===== config.mk =====
export PLATFORM = sky130hd
export DESIGN_NAME = seven_segment_char_serializer
export DESIGN_NICKNAME = d
export VERILOG_FILES = /design/src/sds_pkg.sv /design/src/sds_front.sv /design/src/sds_queue.sv /design/src/sds_back.sv /design/src/seven_segment_char_serializer.sv
export SDC_FILE = /design/constraint.sdc
export NUM_CORES = 1
export LEC_CHECK = 0
export BUFFER_PORTS_ARGS = -buffer_cell sky130_fd_sc_hd__buf_4
export CORE_ASPECT_RATIO = 0.9
export CORE_MARGIN = 3
export CORE_UTILIZATION = 54
export CTS_CLUSTER_DIAMETER = 150
export DETAILED_ROUTE_END_ITERATION = 10
export PLACE_DENSITY = 0.8
export SYNTH_ARGS = -nofsm -noshare
export SYNTH_HDL_FRONTEND = slang
export SYNTH_SLANG_ARGS = --single-unit

===== constraint.sdc =====
create_clock -name clock -period 3.5 [get_ports clock]
set_input_delay 0.7 -clock clock [delete_from_list [all_inputs] [get_ports clock]]
set_output_delay 0.7 -clock clock [all_outputs]
set_load 0.03 [all_outputs]

===== src/sds_pkg.sv =====
// shared types, constants and segment tables for the seven-segment serializer
// used by sds_front, sds_queue, sds_back and seven_segment_char_serializer
`timescale 1ns / 1ps
`default_nettype none

package sds_pkg;

   // display commands and fixed bytes
   localparam logic [7:0] CMD_DATA   = 8'h44;
   localparam logic [7:0] CMD_AUTO   = 8'h40;
   localparam logic [7:0] GRID_BASE  = 8'hC0;
   localparam logic [7:0] GRID_MID   = 8'hC1;
   localparam logic [7:0] GRID_TOP   = 8'hC2;
   localparam logic [7:0] BLANK_SEG  = 8'h00;
   localparam logic       CTRL_MARK  = 1'b1;

   // symbol kinds on the result channel
   localparam logic [1:0] SYM_START = 2'd0;
   localparam logic [1:0] SYM_DATA  = 2'd1;
   localparam logic [1:0] SYM_ACK   = 2'd2;
   localparam logic [1:0] SYM_STOP  = 2'd3;

   // request modes
   localparam logic MODE_WRITE = 1'b0;
   localparam logic MODE_CLEAR = 1'b1;

   // queue between front and back
   localparam int QUEUE_DEPTH = 2;
   localparam int QPTR_W      = $clog2(QUEUE_DEPTH);
   localparam int QCNT_W      = $clog2(QUEUE_DEPTH + 1);

   // one classified request, ready for the sequencer
   typedef struct packed {
      logic       mode;
      logic [7:0] addr;
      logic [7:0] seg;
      logic [7:0] ctrl;
   } item_type;

   // digit segment patterns
   function automatic logic [7:0] digit_seg(input logic [3:0] d);
      logic [7:0] s;
      case (d)
         4'd0: s = 8'h3F;
         4'd1: s = 8'h06;
         4'd2: s = 8'h5B;
         4'd3: s = 8'h4F;
         4'd4: s = 8'h66;
         4'd5: s = 8'h6D;
         4'd6: s = 8'h7D;
         4'd7: s = 8'h07;
         4'd8: s = 8'h7F;
         4'd9: s = 8'h6F;
         default: s = BLANK_SEG;
      endcase
      return s;
   endfunction

   // letter segment patterns, a through y; z has no pattern
   function automatic logic [7:0] letter_seg(input logic [4:0] l);
      logic [7:0] s;
      case (l)
         5'd0:  s = 8'h77;
         5'd1:  s = 8'h7C;
         5'd2:  s = 8'h39;
         5'd3:  s = 8'h5E;
         5'd4:  s = 8'h79;
         5'd5:  s = 8'h71;
         5'd6:  s = 8'h3D;
         5'd7:  s = 8'h76;
         5'd8:  s = 8'h30;
         5'd9:  s = 8'h1E;
         5'd10: s = 8'h40;
         5'd11: s = 8'h38;
         5'd12: s = 8'h40;
         5'd13: s = 8'h54;
         5'd14: s = 8'h3F;
         5'd15: s = 8'h73;
         5'd16: s = 8'h67;
         5'd17: s = 8'h50;
         5'd18: s = 8'h6D;
         5'd19: s = 8'h78;
         5'd20: s = 8'h3E;
         5'd21: s = 8'h1C;
         5'd22: s = 8'h40;
         5'd23: s = 8'h6E;
         5'd24: s = 8'h5B;
         default: s = BLANK_SEG;
      endcase
      return s;
   endfunction

   // ascii character to segment byte, unknown characters blank the digit
   function automatic logic [7:0] char_seg(input logic [7:0] c);
      logic [7:0] s;
      logic [7:0] off;
      s   = BLANK_SEG;
      off = 8'h00;
      if (c >= 8'h30 && c <= 8'h39) begin
         off = c - 8'h30;
         s   = digit_seg(off[3:0]);
      end else if (c >= 8'h41 && c <= 8'h59) begin
         off = c - 8'h41;
         s   = letter_seg(off[4:0]);
      end else if (c >= 8'h61 && c <= 8'h79) begin
         off = c - 8'h61;
         s   = letter_seg(off[4:0]);
      end
      return s;
   endfunction

   // digit position to grid address
   function automatic logic [7:0] grid_addr(input logic [1:0] pos);
      logic [7:0] a;
      case (pos)
         2'd2:    a = GRID_MID;
         2'd3:    a = GRID_TOP;
         default: a = GRID_BASE;
      endcase
      return a;
   endfunction

endpackage

`default_nettype wire


===== src/sds_front.sv =====
// front end: accepts requests, maps character and position to bytes
// depends on sds_pkg
`timescale 1ns / 1ps
`default_nettype none

module sds_front import sds_pkg::*; (
   input  wire logic        clock,
   input  wire logic        reset,
   input  wire logic        req_tvalid,
   output logic             req_tready,
   input  wire logic        req_tuser,   // mode
   input  wire logic [15:0] req_tdata,   // char_code[7:0], position[9:8], zero pad
   input  wire logic [2:0]  brightness,
   input  wire logic        display_on,
   output logic             fe_valid,
   input  wire logic        fe_ready,
   output item_type         fe_item
);

   logic     valid_ff, valid_in;
   item_type item_ff, item_in;
   logic     take;
   logic     push;

   assign push       = valid_ff && fe_ready;
   assign req_tready = !valid_ff || fe_ready;
   assign take       = req_tvalid && req_tready;

   // classify the incoming transfer
   always_comb begin
      item_in      = item_ff;
      item_in.mode = req_tuser;
      item_in.ctrl = {CTRL_MARK, 3'b000, display_on, brightness};
      if (req_tuser == MODE_CLEAR) begin
         item_in.addr = GRID_BASE;
         item_in.seg  = BLANK_SEG;
      end else begin
         item_in.addr = grid_addr(req_tdata[9:8]);
         item_in.seg  = char_seg(req_tdata[7:0]);
      end
   end

   // holding stage valid
   always_comb begin
      valid_in = valid_ff;
      if (take) begin
         valid_in = 1'b1;
      end else if (push) begin
         valid_in = 1'b0;
      end
   end

   always_ff @(posedge clock) begin
      if (reset) begin
         valid_ff <= 1'b0;
      end else begin
         valid_ff <= valid_in;
      end
   end

   always_ff @(posedge clock) begin
      if (take) begin
         item_ff <= item_in;
      end
   end

   assign fe_valid = valid_ff;
   assign fe_item  = item_ff;

endmodule

`default_nettype wire


===== src/sds_queue.sv =====
// short queue of classified requests between front and back end
// depends on sds_pkg
`timescale 1ns / 1ps
`default_nettype none

module sds_queue import sds_pkg::*; (
   input  wire logic clock,
   input  wire logic reset,
   input  wire logic wr_valid,
   output logic      wr_ready,
   input  item_type  wr_item,
   output logic      rd_valid,
   input  wire logic rd_ready,
   output item_type  rd_item
);

   item_type           entry_ff [QUEUE_DEPTH];
   logic [QPTR_W-1:0]  wr_ptr_ff, wr_ptr_in;
   logic [QPTR_W-1:0]  rd_ptr_ff, rd_ptr_in;
   logic [QCNT_W-1:0]  count_ff, count_in;
   logic               push;
   logic               pop;

   assign wr_ready = (count_ff != QCNT_W'(QUEUE_DEPTH));
   assign rd_valid = (count_ff != '0);
   assign push     = wr_valid && wr_ready;
   assign pop      = rd_valid && rd_ready;
   assign rd_item  = entry_ff[rd_ptr_ff];

   // pointer and fill count update
   always_comb begin
      wr_ptr_in = wr_ptr_ff;
      rd_ptr_in = rd_ptr_ff;
      count_in  = count_ff;
      if (push) begin
         wr_ptr_in = (wr_ptr_ff == QPTR_W'(QUEUE_DEPTH - 1)) ? '0 : wr_ptr_ff + 1'b1;
      end
      if (pop) begin
         rd_ptr_in = (rd_ptr_ff == QPTR_W'(QUEUE_DEPTH - 1)) ? '0 : rd_ptr_ff + 1'b1;
      end
      if (push && !pop) begin
         count_in = count_ff + 1'b1;
      end else if (pop && !push) begin
         count_in = count_ff - 1'b1;
      end
   end

   always_ff @(posedge clock) begin
      if (reset) begin
         wr_ptr_ff <= '0;
         rd_ptr_ff <= '0;
         count_ff  <= '0;
      end else begin
         wr_ptr_ff <= wr_ptr_in;
         rd_ptr_ff <= rd_ptr_in;
         count_ff  <= count_in;
      end
   end

   always_ff @(posedge clock) begin
      if (push) begin
         entry_ff[wr_ptr_ff] <= wr_item;
      end
   end

endmodule

`default_nettype wire


===== src/sds_back.sv =====
// back end: symbol sequencer with registered result output
// depends on sds_pkg
`timescale 1ns / 1ps
`default_nettype none

module sds_back import sds_pkg::*; (
   input  wire logic       clock,
   input  wire logic       reset,
   input  wire logic       q_valid,
   output logic            q_ready,
   input  item_type        q_item,
   output logic            rsp_tvalid,
   input  wire logic       rsp_tready,
   output logic [7:0]      rsp_tdata,   // symbol_kind[1:0], bit_value[2], zero pad
   output logic            rsp_tlast
);

   typedef enum logic [2:0] {
      ST_IDLE,
      ST_START,
      ST_BIT,
      ST_ACK,
      ST_STOP
   } state_type;

   state_type  state_ff, state_in;
   item_type   cur_ff, cur_in;
   logic [2:0] bit_ff, bit_in;
   logic [2:0] byte_ff, byte_in;
   logic       ovalid_ff, ovalid_in;
   logic [1:0] kind_ff, kind_in;
   logic       bitv_ff, bitv_in;
   logic       last_ff, last_in;

   logic       advance;
   logic [2:0] last_byte;
   logic [2:0] data_end;
   logic [7:0] cur_byte;
   logic       frame_end;

   assign advance = !ovalid_ff || rsp_tready;

   // byte layout of a run: command, address, data bytes, control
   assign last_byte = (cur_ff.mode == MODE_CLEAR) ? 3'd5 : 3'd3;
   assign data_end  = (cur_ff.mode == MODE_CLEAR) ? 3'd4 : 3'd2;
   assign frame_end = (byte_ff == 3'd0) || (byte_ff == data_end) || (byte_ff == last_byte);

   always_comb begin
      if (byte_ff == 3'd0) begin
         cur_byte = (cur_ff.mode == MODE_CLEAR) ? CMD_AUTO : CMD_DATA;
      end else if (byte_ff == 3'd1) begin
         cur_byte = cur_ff.addr;
      end else if (byte_ff == last_byte) begin
         cur_byte = cur_ff.ctrl;
      end else begin
         cur_byte = cur_ff.seg;
      end
   end

   // sequencer next state and next output symbol
   always_comb begin
      state_in  = state_ff;
      cur_in    = cur_ff;
      bit_in    = bit_ff;
      byte_in   = byte_ff;
      ovalid_in = ovalid_ff;
      kind_in   = kind_ff;
      bitv_in   = bitv_ff;
      last_in   = last_ff;
      q_ready   = 1'b0;
      if (advance) begin
         ovalid_in = 1'b0;
         bitv_in   = 1'b0;
         last_in   = 1'b0;
         case (state_ff)
            ST_IDLE: begin
               if (q_valid) begin
                  q_ready  = 1'b1;
                  cur_in   = q_item;
                  byte_in  = 3'd0;
                  state_in = ST_START;
               end
            end
            ST_START: begin
               ovalid_in = 1'b1;
               kind_in   = SYM_START;
               bit_in    = 3'd0;
               state_in  = ST_BIT;
            end
            ST_BIT: begin
               ovalid_in = 1'b1;
               kind_in   = SYM_DATA;
               bitv_in   = cur_byte[bit_ff];
               if (bit_ff == 3'd7) begin
                  state_in = ST_ACK;
               end else begin
                  bit_in = bit_ff + 3'd1;
               end
            end
            ST_ACK: begin
               ovalid_in = 1'b1;
               kind_in   = SYM_ACK;
               if (frame_end) begin
                  state_in = ST_STOP;
               end else begin
                  byte_in  = byte_ff + 3'd1;
                  bit_in   = 3'd0;
                  state_in = ST_BIT;
               end
            end
            ST_STOP: begin
               ovalid_in = 1'b1;
               kind_in   = SYM_STOP;
               if (byte_ff == last_byte) begin
                  last_in = 1'b1;
                  // start the next queued run without a gap
                  if (q_valid) begin
                     q_ready  = 1'b1;
                     cur_in   = q_item;
                     byte_in  = 3'd0;
                     state_in = ST_START;
                  end else begin
                     state_in = ST_IDLE;
                  end
               end else begin
                  byte_in  = byte_ff + 3'd1;
                  state_in = ST_START;
               end
            end
            default: begin
               state_in = ST_IDLE;
            end
         endcase
      end
   end

   // state and registered outputs
   always_ff @(posedge clock) begin
      if (reset) begin
         state_ff  <= ST_IDLE;
         ovalid_ff <= 1'b0;
      end else begin
         state_ff  <= state_in;
         ovalid_ff <= ovalid_in;
      end
      cur_ff  <= cur_in;
      bit_ff  <= bit_in;
      byte_ff <= byte_in;
      kind_ff <= kind_in;
      bitv_ff <= bitv_in;
      last_ff <= last_in;
   end

   assign rsp_tvalid = ovalid_ff;
   assign rsp_tdata  = {5'b00000, bitv_ff, kind_ff};
   assign rsp_tlast  = last_ff;

endmodule

`default_nettype wire


===== src/seven_segment_char_serializer.sv =====
// top level: control registers, front end, request queue and symbol sequencer
// depends on sds_pkg, sds_front, sds_queue, sds_back
`timescale 1ns / 1ps
`default_nettype none

// Turns one request into the symbol run of a two-wire seven-segment display
// write, one symbol per result transfer: 42 symbols for a character write and
// 60 for a clear. The sequencer emits one symbol per cycle while rsp_tready
// allows it; that single sequencer sets the rate. A two-entry queue and a
// holding stage let up to three further requests be taken while a run is going
// out, and a queued request follows the previous stop with no gap. The control
// byte uses brightness and display_on as they stand when the request is
// accepted.

module seven_segment_char_serializer import sds_pkg::*; (
   input  wire logic        clock,
   input  wire logic        reset,
   // request channel
   input  wire logic        req_tvalid,
   output logic             req_tready,
   input  wire logic        req_tuser,   // mode
   input  wire logic [15:0] req_tdata,   // char_code[7:0], position[9:8], zero pad
   // result channel
   output logic             rsp_tvalid,
   input  wire logic        rsp_tready,
   output logic [7:0]       rsp_tdata,   // symbol_kind[1:0], bit_value[2], zero pad
   output logic             rsp_tlast,   // last
   // register port
   input  wire logic        csr_psel,
   input  wire logic        csr_penable,
   input  wire logic        csr_pwrite,
   input  wire logic [2:0]  csr_paddr,
   input  wire logic [31:0] csr_pwdata,
   output logic [31:0]      csr_prdata,
   output logic             csr_pready
);

   localparam logic REG_BRIGHTNESS = 1'b0;
   localparam logic REG_DISPLAY_ON = 1'b1;

   logic [2:0] brightness_ff, brightness_in;
   logic       display_on_ff, display_on_in;
   logic       csr_write;

   logic       fe_valid;
   logic       fe_ready;
   item_type   fe_item;
   logic       q_valid;
   logic       q_ready;
   item_type   q_item;

   // register writes
   assign csr_pready = 1'b1;
   assign csr_write  = csr_psel && csr_penable && csr_pwrite && csr_pready;

   always_comb begin
      brightness_in = brightness_ff;
      display_on_in = display_on_ff;
      if (csr_write) begin
         if (csr_paddr[2] == REG_BRIGHTNESS) begin
            brightness_in = csr_pwdata[2:0];
         end else begin
            display_on_in = csr_pwdata[0];
         end
      end
   end

   always_ff @(posedge clock) begin
      if (reset) begin
         brightness_ff <= 3'd7;
         display_on_ff <= 1'b1;
      end else begin
         brightness_ff <= brightness_in;
         display_on_ff <= display_on_in;
      end
   end

   // register reads
   assign csr_prdata = (csr_paddr[2] == REG_DISPLAY_ON) ? {31'd0, display_on_ff}
                                                        : {29'd0, brightness_ff};

   sds_front u_front (
      .clock      (clock),
      .reset      (reset),
      .req_tvalid (req_tvalid),
      .req_tready (req_tready),
      .req_tuser  (req_tuser),
      .req_tdata  (req_tdata),
      .brightness (brightness_ff),
      .display_on (display_on_ff),
      .fe_valid   (fe_valid),
      .fe_ready   (fe_ready),
      .fe_item    (fe_item)
   );

   sds_queue u_queue (
      .clock    (clock),
      .reset    (reset),
      .wr_valid (fe_valid),
      .wr_ready (fe_ready),
      .wr_item  (fe_item),
      .rd_valid (q_valid),
      .rd_ready (q_ready),
      .rd_item  (q_item)
   );

   sds_back u_back (
      .clock      (clock),
      .reset      (reset),
      .q_valid    (q_valid),
      .q_ready    (q_ready),
      .q_item     (q_item),
      .rsp_tvalid (rsp_tvalid),
      .rsp_tready (rsp_tready),
      .rsp_tdata  (rsp_tdata),
      .rsp_tlast  (rsp_tlast)
   );

`ifndef SYNTH
   // a run always ends on a stop symbol
   a_last_is_stop: assert property (@(posedge clock) disable iff (reset)
      rsp_tvalid && rsp_tlast |-> rsp_tdata[1:0] == SYM_STOP)
      else $error("run ended on a symbol other than stop");

   // the data line level is only raised on data bits
   a_bit_only_data: assert property (@(posedge clock) disable iff (reset)
      rsp_tvalid && rsp_tdata[2] |-> rsp_tdata[1:0] == SYM_DATA)
      else $error("bit value set on a non-data symbol");

   // the symbol after a finished run is a start
   a_start_after_last: assert property (@(posedge clock) disable iff (reset)
      rsp_tvalid && rsp_tready && rsp_tlast |=>
         !rsp_tvalid || rsp_tdata[1:0] == SYM_START)
      else $error("new run did not open with a start");
`endif

endmodule

`default_nettype wire

==> Word level (Yosys, flattened, before mapping) <==
Memory sizes are Yosys's and may differ from the RTL's. A register that Yosys moved wholly into a read port is not among the register bits.
Cells that the tools add are included.
{ "word_totals": {"regBits": 69, "ramBits": 42, "mem_bits_ro": 560, "input_bits": 59, "output_inout_bits": 44, "wordCells": 139, "n_memories": 4} }
{ "classes": {"add_sub_neg": 9, "n_lt_le_gt_ge": 7, "eq_ne": 16, "mux": 46, "bitwise": 1, "reduce_logical": 35} }
{ "mem_list": {"columns": ["name", "words", "width", "rd", "rd_ports_with_merged_regs", "write_ports", "line", "rtl"], "rows": [
  ["(no name shown)", 32, 7, 1, 0, 0, "sds_pkg.sv:62", "case (l)"],
  ["(no name shown)", 32, 7, 1, 0, 0, "sds_pkg.sv:62", null],
  ["(no name shown)", 16, 7, 1, 0, 0, "sds_pkg.sv:43", "case (d)"],
  ["u_queue.entry_ff", 2, 21, 1, 1, 1, "sds_queue.sv:17", "item_type entry_ff [QUEUE_DEPTH];"]
]} }
{ "op_table": {"columns": ["op", "n"], "rows": [
  ["$mux W25", 2],
  ["$pmux W25 S2", 1],
  ["$mux W8", 6],
  ["$mux W3", 12],
  ["$pmux W3 S3", 2],
  ["$ge A8 B7 Y1 const B", 2],
  ["$le A8 B7 Y1 const B", 2],
  ["$mux W1", 16],
  ["$pmux W3 S5", 1],
  ["$logic_and A1 B1 Y1", 10],
  ["$sub A5 B1 Y5 const B", 2],
  ["$reduce_and A3 Y1", 3],
  ["$ge A8 B6 Y1 const B", 1],
  ["$le A8 B6 Y1 const B", 1],
  ["$ne A2 B2 Y1 const B", 4],
  ["$pmux W2 S4", 1],
  ["$reduce_bool A2 Y1", 4],
  ["$add A3 B1 Y3 const B", 2],
  ["$eq A3 B1 Y1 const B", 2],
  ["$eq A3 B2 Y1 const B", 2],
  ["$eq A3 B3 Y1", 2],
  ["$eq A3 B3 Y1 const B", 2],
  ["$logic_not A3 Y1", 2],
  ["$reduce_and A2 Y1", 3],
  ["18 further kinds", 29]
]} }

==> Depth between registers and ports, before layout <==
{ "logic_depth": {"depth_word": 9, "ltp_mapped": 10} }

==> By module <==
From an unflattened synthesis, not the netlist that was laid out.
{ "unflattened": {"cells_unflattened": 473, "hier_area_um2": 5879.4} }
{ "modules_own_cells": {"columns": ["mod", "n_inst", "cells_each", "area_per_inst_um2"], "rows": [
  ["sds_queue", 1, 102, 2025.7],
  ["sds_back", 1, 163, 2009.4],
  ["sds_front", 1, 156, 1406.3],
  ["seven_segment_char_serializer", 1, 52, 437.9]
]} }

==> Worst setup path after synthesis <==
Ideal clock, no wire load.
{ "synth_path": {"kind": "input to register", "start": "input req_tdata[2]", "end": "register u_front.item_ff, in the netlist u_front.fe_item[9] (data pin)", "arrival_ns": 2.427, "t_required_ns": 3.232, "path_slack_ns": 0.805, "cell_stages": 9, "n_path_buf": 4, "path_cell_list": "buf_6 -> clkbuf_1 -> inv_1 -> ha_1 -> buf_1 -> buf_1 -> nand3b_1 -> a31oi_1 -> o31ai_1"} }
{ "synth_between": {"elab_chain_cells": 5, "word_cells_on_any_way": 18, "cone_classes": "add/sub (3); order compare (6); mux (3); reduce/logical (3); memory (3)"} }
{ "synth_rtl": {"columns": ["item", "line", "rtl"], "rows": [
  ["from (decl)", "seven_segment_char_serializer.sv:22", "input wire logic [15:0] req_tdata,"],
  ["$sub A5 B1 Y5, or another cell as far along", "sds_pkg.sv:103, sds_pkg.sv:106", null],
  ["$mem_v2 Z32 W7 / $logic_and A1 B1 Y1 (equally long branches)", null, null],
  ["$mux W8", "sds_pkg.sv:105", "end else if (c >= 8'h61 && c <= 8'h79) begin"],
  ["$mux W8", "sds_pkg.sv:102", "end else if (c >= 8'h41 && c <= 8'h59) begin"],
  ["$mux W8 *", "sds_pkg.sv:99", "if (c >= 8'h30 && c <= 8'h39) begin"],
  ["to (signal assigned)", "sds_front.sv:63", "item_ff <= item_in;"],
  ["to (decl)", "sds_front.sv:21", "item_type item_ff, item_in;"]
]} }
Every way passes the cells marked *; elsewhere a longest branch is shown, timed or not.
A chain may end at the register's enable or synchronous reset.

==> Worst setup path after layout <==
{ "layout_path": {"start": "input req_tdata[0]", "end": "register u_front.item_ff, in the netlist u_front.fe_item[14] (data pin)"} }
Same word-level chain as after synthesis.

==> results.txt <==
post-CTS setup buffers: 0
worst-path fanout max: 12
Req. time, crit path: 3.67 ns
clock skew: 0.01122 ns
root buffer selected by CTS: clkbuf_8
Post-synth EDFFs: 66
met3 Usage GRT: 6.099%
worst reg2reg path depth: 6
Die Width: 102.0 um
Least-Margin Pin Slew: 1.254 ns
count of buffers from port buffering: 30
Period minus WS final: 2.553 ns
number of global-route vias before repair: 2852
reg2reg setup slack: 1.20 ns
Area growth, synth to finish: 7.229%
Synth Area per Inst: 10.85 um^2
register bit count reported by yosys: 80
gr busiest metal: met2
pwr/cell area: 625.3 nW/um^2
Final Cycle Share: 72.95%
CP max stage cell: ha_1
DR vias/cell: 5.568
Clock Sinks: 80
r2r endpoint: u_queue.count_ff[1]
prevailing post-synth register cell: edfxtp_1
worst hold stages: 0
core box area: 7807 um^2
initial core utilization: 57.42%
number of fill cells in the layout: 629
Hold Path Origin: u_front.fe_item[13]
post-synthesis sequential area ratio: 50.46%
first-pass GRT wire length: 13.42 mm
via count: 2979
ys async rst share: 0%
HP Class: reg2reg
IR drop worst, VDD: 0.0003590 V
hpwl dp: 5.594 mm
drt wl/cell: 14.82 um
CTS buffer count: 9
Crit. path cell count: 8
RR Startpoint: u_back.byte_ff[2]
initial antenna violation count: 0
layout cells sized above 1: 17.54%
post-synthesis cell area: 4483 um^2
crit-path cells: buf_4 -> inv_1 -> ha_1 -> ha_1 -> buf_4 -> nand2_1 -> and3_1 -> o41ai_2
Final nets: 508
total wire length: 7.929 mm
max incr delay on CP: 0.58 ns
max_cap viols: 0
RSZ-0062 raised after global routing: false
ant diodes: 0
Max Clk Rate: 391.6 MHz
die area: 9433 um^2
Synth cell types: 67
Setup crit start kind: input port
critical path class: in2reg
antenna viol nets, final: 0
largest net degree at the start of global routing: 25
GPL Wtd Cong: 0.8570
setup violators final: 0
CTS Hold Bufs: 0
Cells after Synth: 413
Total Routing Usage GR: 18.03%
grt ovf: 0
final hold vios: 0
Post-CTS Resized: 0
met1 usage: 22.59%
crit-path leading delay family: adder cells
IO Count: 103
clock latency on the worst-skew pair: 0.35 ns
num rows: 30
count of final max-slew check failures: 0
DRT iter0 DRCs: 78
Worst Path Buf+Inv: 3
status: complete, no violations
Die Y: 92.44 um
Hold EP: u_queue.entry_ff[0][9]
Reg clk slew, reported paths: 0.08 ns
Leakage: 1.881 nW
TritonRoute pass-1 iters: 4
GRT met2 Usage: 29.38%
TritonCTS clock tree: built
Sum Neg Setup Slack: 0 ns
final hold slack: 0.4533 ns
H-tree depth: 3
CP Capture Type: register
Ys Warns: 0
WP data arrival: 2.72 ns
Rel. slew slack: 16.10%
CTS max path bufs: 2
DR DRC count: 0
## cells by family after synthesis
kind of cell	count (synthesis)	synth area share (%)
adders and majority gates	15	4.186
and+or+nand+nor	121	14.79
DFF	80	50.46
muxes	21	5.191
buffers and inverters	74	9.908
xor gates and xnor gates	10	1.954
other	2	0.1675
AOI/OAI and AO/OA	90	13.34
## where the power goes
| group | switching, mW | internal, mW | total, mW |
|---|---|---|---|
| logic | 0.521 | 0.336 | 0.857 |
| clock network | 0.354 | 0.344 | 0.698 |
| registers | 0.161 | 1.29 | 1.45 |
| total | 1.04 | 1.97 | 3.01 |
## worst reg2reg max path, cell delays in order (launching register included)
cell       delay [ns]
edfxtp_1         0.57
nand4bb_1        0.41
nand3_1          0.20
nand3_1          0.17
ha_1             0.37
or3_1            0.37
a21oi_1          0.14
## through the flow
stage	total power [mW]	worst slack, ns	std cells	area, um^2	utilization [%]
6_report	3.006	0.9466	535	4807	61.57
5_1_grt	3.197	0.7799	535	4807	61.57
4_1_cts	3.025	0.9922	535	4807	61.57
3_5_place_dp	2.316	0.6049	519	4598	58.89
3_3_place_gp	2.271	0.6713	519	4598	58.89
2_1_floorplan	2.129	0.8053	446	4607	-
## layout by cell type (no fill, tap or decap), drive strengths merged, types with 4 or more instances in the layout
| cell type | instances |
|---|---|
| edfxtp | 66 |
| conb | 35 |
| buf | 33 |
| nor2 | 32 |
| o21ai | 28 |
| a21oi | 23 |
| inv | 22 |
| nand2 | 21 |
| mux2 | 18 |
| ha | 15 |
| dfxtp | 14 |
| nand3 | 11 |
| clkbuf | 9 |
| nor2b | 8 |
| nand2b | 8 |
| and2 | 7 |
| nor3 | 7 |
| xor2 | 6 |
| a31oi | 5 |
| and3 | 4 |
| xnor2 | 4 |
| a21o | 4 |
| a211o | 4 |
| o31ai | 4 |
## per-layer routing
layer / up-vias / wire [um]
li1: 1463 / -
met1: 1408 / 3461
met2: 95 / 3887
met3: 13 / 461
met4: 0 / 118
met5: - / 0
## cell type report
cell class                      instances  area (um^2)  area share [%]
Clock inverter                          7        85.08           1.770
Tap cell                               96        120.1           2.499
Clock buffer                            9        123.9           2.577
Multi-Input combinational cell        292         1901           39.54
Inverter                               18        67.56           1.406
Sequential cell                        80         2262           47.06
Timing Repair Buffer                   33        247.7           5.154
## cells in the mapped netlist (all sizes together) (2+ instances only)
cell type	count	area share, %
o31ai	4	0.78
ha	15	4.2
nor2	32	2.7
nand2	21	1.8
nand3	11	1.2
inv	18	1.5
a21oi	23	2.6
clkbuf	12	1.0
buf	44	7.4
xor2	6	1.2
mux2	18	4.5
or2	3	0.42
nor3	7	0.89
xnor2	4	0.78
nand2b	8	1.1
nor3b	3	0.50
mux2i	3	0.67
nand4	3	0.42
and2	7	0.98
a211o	4	0.78
o21a	2	0.33
edfxtp	66	44
conb	2	0.17
and4b	2	0.45
nand4b	2	0.39
and3	4	0.56
and3b	2	0.39
dfxtp	14	6.3
a31oi	5	0.70
nor2b	8	1.1
nand3b	3	0.50
o21ai	28	3.2
a21o	4	0.67
## how the worst max path moves through the flow
stage | from | end | slack (ns)
floorplan | req_tdata[2] | u_front.fe_item[9] | 0.81
global placement | req_tdata[0] | u_front.fe_item[14] | 0.67
finish | req_tdata[0] | u_front.fe_item[14] | 0.95
detailed placement | req_tdata[0] | u_front.fe_item[14] | 0.60
CTS | req_tdata[0] | u_front.fe_item[14] | 0.99
global route | req_tdata[0] | u_front.fe_item[14] | 0.78
## state kept, by name, summed over array words and instances, names as in the netlist, named ones only
signal and cells:
u_back.cur_ff 14, display_on_ff 1, u_front.fe_valid 1, u_back.state_ff 3, u_back.rsp_tlast 1, u_back.kind_ff 2, u_queue.rd_ptr_ff 1, u_queue.wr_ptr_ff 1
u_queue.count_ff 2, u_back.bitv_ff 1, u_back.bit_ff 3, u_queue.entry_ff 28, brightness_ff 3, u_front.fe_item 14, u_back.byte_ff 3, u_back.rsp_tvalid 1
No activity file was read; power rests on OpenSTA's default activity.
